File: config.mk
export PLATFORM = sky130hd
export DESIGN_NAME = iol_cell
export DESIGN_NICKNAME = d
export VERILOG_FILES = /design/src/indexed_ordered_list_core_defines.svh /design/src/iol_pkg.sv /design/src/iol_cell.sv
export SDC_FILE = /design/constraint.sdc
export NUM_CORES = 1
export LEC_CHECK = 0
export BUFFER_PORTS_ARGS = -buffer_cell sky130_fd_sc_hd__buf_2
export CORE_MARGIN = 1.5
export CORE_UTILIZATION = 38
export DETAILED_ROUTE_END_ITERATION = 7
export GPL_ROUTABILITY_DRIVEN = 0
export PLACE_DENSITY_LB_ADDON = 0.25
export SYNTH_ARGS = -nofsm -noshare
export SYNTH_HDL_FRONTEND = slang
export SYNTH_SLANG_ARGS = --single-unit
File: constraint.sdc
create_clock -name clk -period 6.5 [get_ports clk]
set_clock_uncertainty 0.15 [all_clocks]
set_input_delay 0.325 -clock clk [delete_from_list [all_inputs] [get_ports clk]]
set_output_delay 0.325 -clock clk [all_outputs]
set_load 0.01 [all_outputs]
File: src/indexed_ordered_list_core_defines.svh
// ----------------------------------------------------------------------------
// indexed_ordered_list_core_defines
// Assertion macros for the indexed ordered list core.
// The clock and reset are the top level's clk and rst.
// ----------------------------------------------------------------------------
`ifndef INDEXED_ORDERED_LIST_CORE_DEFINES_SVH
`define INDEXED_ORDERED_LIST_CORE_DEFINES_SVH

`ifndef SYNTHESIS
`define IOL_ASSERT(lbl, prop) \
  lbl: assert property (@(posedge clk) disable iff (rst) prop) \
    else $error("indexed ordered list assertion failed");
`define IOL_ASSERT_ALWAYS(lbl, prop) \
  lbl: assert property (@(posedge clk) prop) \
    else $error("indexed ordered list invariant failed");
`else
`define IOL_ASSERT(lbl, prop)
`define IOL_ASSERT_ALWAYS(lbl, prop)
`endif

`endif

File: src/iol_pkg.sv
`timescale 1ns / 1ps
// ----------------------------------------------------------------------------
// iol_pkg
// Types and codes shared by the indexed ordered list core and its cells.
// ----------------------------------------------------------------------------
package iol_pkg;

  // Widest cell index, set by the largest supported capacity.
  localparam int MAX_AW = 10;

  localparam logic [3:0] KIND_PUSH_FRONT = 4'd0;
  localparam logic [3:0] KIND_PUSH_BACK  = 4'd1;
  localparam logic [3:0] KIND_INSERT     = 4'd2;
  localparam logic [3:0] KIND_GET_FIRST  = 4'd3;
  localparam logic [3:0] KIND_GET_LAST   = 4'd4;
  localparam logic [3:0] KIND_GET_INDEX  = 4'd5;
  localparam logic [3:0] KIND_POP_FRONT  = 4'd6;
  localparam logic [3:0] KIND_POP_BACK   = 4'd7;
  localparam logic [3:0] KIND_POP_INDEX  = 4'd8;

  localparam logic [1:0] ST_OK    = 2'd0;
  localparam logic [1:0] ST_EMPTY = 2'd1;
  localparam logic [1:0] ST_RANGE = 2'd2;
  localparam logic [1:0] ST_FULL  = 2'd3;

  typedef struct packed {
    logic        [3:0]  kind;
    logic        [7:0]  position;
    logic signed [31:0] data_in;
  } req_t;

  typedef struct packed {
    logic signed [31:0] data_out;
    logic        [1:0]  status;
    logic        [6:0]  length;
  } rsp_t;

  // Command broadcast to every cell of the chain.
  typedef struct packed {
    logic               insert;
    logic               remove;
    logic [MAX_AW-1:0]  at;
    logic signed [31:0] value;
  } cell_ctrl_t;

endpackage

File: src/iol_cell.sv
`timescale 1ns / 1ps
// ----------------------------------------------------------------------------
// iol_cell
// One list slot: holds an element and shifts toward either neighbor.
// ----------------------------------------------------------------------------
module iol_cell #(
  parameter int INDEX = 0
) (
  input  logic                      clk,
  input  iol_pkg::cell_ctrl_t       ctrl,
  input  logic signed [31:0]        left,
  input  logic signed [31:0]        right,
  output logic signed [31:0]        value,
  output logic signed [31:0]        rd
);

  localparam logic [iol_pkg::MAX_AW-1:0] IDX = iol_pkg::MAX_AW'(INDEX);

  logic signed [31:0] value_next;

  always_comb begin
    value_next = value;
    if (ctrl.insert) begin
      if (IDX > ctrl.at) begin
        value_next = left;
      end else if (IDX == ctrl.at) begin
        value_next = ctrl.value;
      end
    end else if (ctrl.remove) begin
      if (IDX >= ctrl.at) begin
        value_next = right;
      end
    end
  end

  always_ff @(posedge clk) begin
    value <= value_next;
  end

  assign rd = (IDX == ctrl.at) ? value : 32'sd0;

endmodule

==> results.yml <==
layout:
  layout-drive-gt1-share_pct: 75.2
  final_cell_mix: "140 x buf_2, 32 x mux2_2, 32 x inv_1, 32 x edfxtp_1, 28 x nor4_2"
  antenna_cells: 0
  largest_reg_flops: 32
  design_area_um2: 2770
  areaGrowthSynthToFinish_pct: 37.7
  top_register: "value"
  final_common_cell: "buf_2"
  layout.nets: 390
  final_util_pct: 54.3
  largestRegisters: "value: 32 flops"
  fillers: 480
routing:
  vias: 1605
  via_per_inst: 4.56
  drc: 0
  drtIter0Drc: 49
  wirelength_mm: 4.55
  antenna_left: 0
  dr.pass1.iters: 4
  wl_per_cell_um: 12.9
clock_network:
  cts_tree: "yes"
  clock_path_buffers: 2
  root_buffer: "clkbuf_8"
  cts.sinks: 32
  ctsHoldBuffers: 0
  htreeDepth: 2
  cts_setup_buffers: 0
  clk_pin_slew_ns: 0.06
  cts_resized: 0
  cts_buffers: 5
synth:
  synth_seq_cells: 32
  synth_nets: 258
  syn_inst: 149
  yosys_warnings: 0
  syn_area_um2: 2010
  avgSynthCellArea_um2: 13.5
  synth_cell_types: 14
  yosysSeqAreaShare_pct: 47.7
sta:
  fin_crit_sh_pct: 39.6
  fin_hold_ws_ns: 0.199
  slew_viol_final: 0
  finalCriticalPeriod_ns: 2.57
  setup_viol: 0
  setup_slack_ns: 3.93
  worst_pin_slew_ns: 1.02
  finalHoldViolations: 0
  fin_tns_setup_ns: 0
  slew_headroom_pct: 32.2
  clock.fmax_mhz: 389
  rsz0062_at_grt: "no"
die:
  coreArea_um2: 5110
  fp.dieArea_um2: 5750
  initial_core_util_pct: 39.4
  rows: 26
  die-height_um: 75.8
  die_w_um: 75.8
  io_pins: 173
setup_path:
  crit_type: "in2reg"
  arrival_ns: 2.36
  end_kind: "flip-flop"
  cp.required_ns: 6.28
  start_kind: "input pin"
  cp_max_fo: 33
global_routing:
  grt_pass1_vias: 1388
  grt_first_pass_wirelength_mm: 6.42
  grt_overflow: 0
  gr-usage-all-layers_pct: 15.4
  antenna_found_initial: 0
  grt_max_degree: 34
pwr:
  cellLeakagePower_nw: 1.26
  irDropWorstVdd_mv: 0.101
  power_density_nw_per_um2: 153
run:
  drv_cap: 0
placement:
  place_ws_ns: 3.61
  place_area_um2: 2690
  place.port_buffers: 140
  dpl.hpwl_mm: 3.35
min_path:
  hp-class: "in2reg"
status:
  outcome: "completed"
## path summary, 6_finish.rpt
| check | cells after the start | slack, ns | end | start |
|---|---|---|---|---|
| setup / recovery | 4 | 3.93 | value[4] | ctrl[39] |
| hold / removal | 2 | 0.20 | value[9] | right[9] |
## per-stage QoR
| stage | cells | total power [mW] |
|---|---|---|
| 2_1_floorplan | 149 | 0.267 |
| 3_3_place_gp | 344 | 0.288 |
| 3_5_place_dp | 344 | 0.289 |
| 4_1_cts | 352 | 0.432 |
| 5_1_grt | 352 | 0.445 |
| 6_report | 352 | 0.425 |
## critical path: stages
cell,delay [ns]
buf_2,0.11
or4_2,1.13
nor4_2,0.35
buf_4,0.42
## synthesized netlist by cell type (all sizes together)
master	count	area share, %
inv	32	6.0
or2	1	0.31
nor4	33	21
nor2	1	0.19
clkbuf	6	1.1
or4	2	0.93
edfxtp	32	48
mux2	32	18
buf	10	5.0
## power breakdown
group          internal, mW  switching, mW
logic                0.0313         0.0239
registers             0.229      0.0000781
clock network        0.0744         0.0663
## cells by family after synthesis
logic type / after synthesis / share of synthesized area (%)
buffers and inverters: 48 / 12.1
and+or+nand+nor: 37 / 22.3
DFF: 32 / 47.7
muxes: 32 / 17.9
## routing by layer
metal,GRT usage [%],routed length (um)
met1,17.7,1640
met2,25.2,2450
met3,7.67,440
met4,4.37,22
met5,0,0
## area by class of cell
| class | instances | area (um^2) | area share (%) |
|---|---|---|---|
| flip-flops and latches | 32 | 961 | 34.6 |
| clock buffers | 7 | 76.3 | 2.75 |
| well taps | 70 | 87.6 | 3.16 |
| repair buffers | 141 | 708 | 25.5 |
| inverters | 32 | 120 | 4.33 |
| clock inverters | 1 | 3.75 | 0.135 |
| multi-input cells | 69 | 817 | 29.5 |
Note: power is estimated with default switching activity, not from simulation.
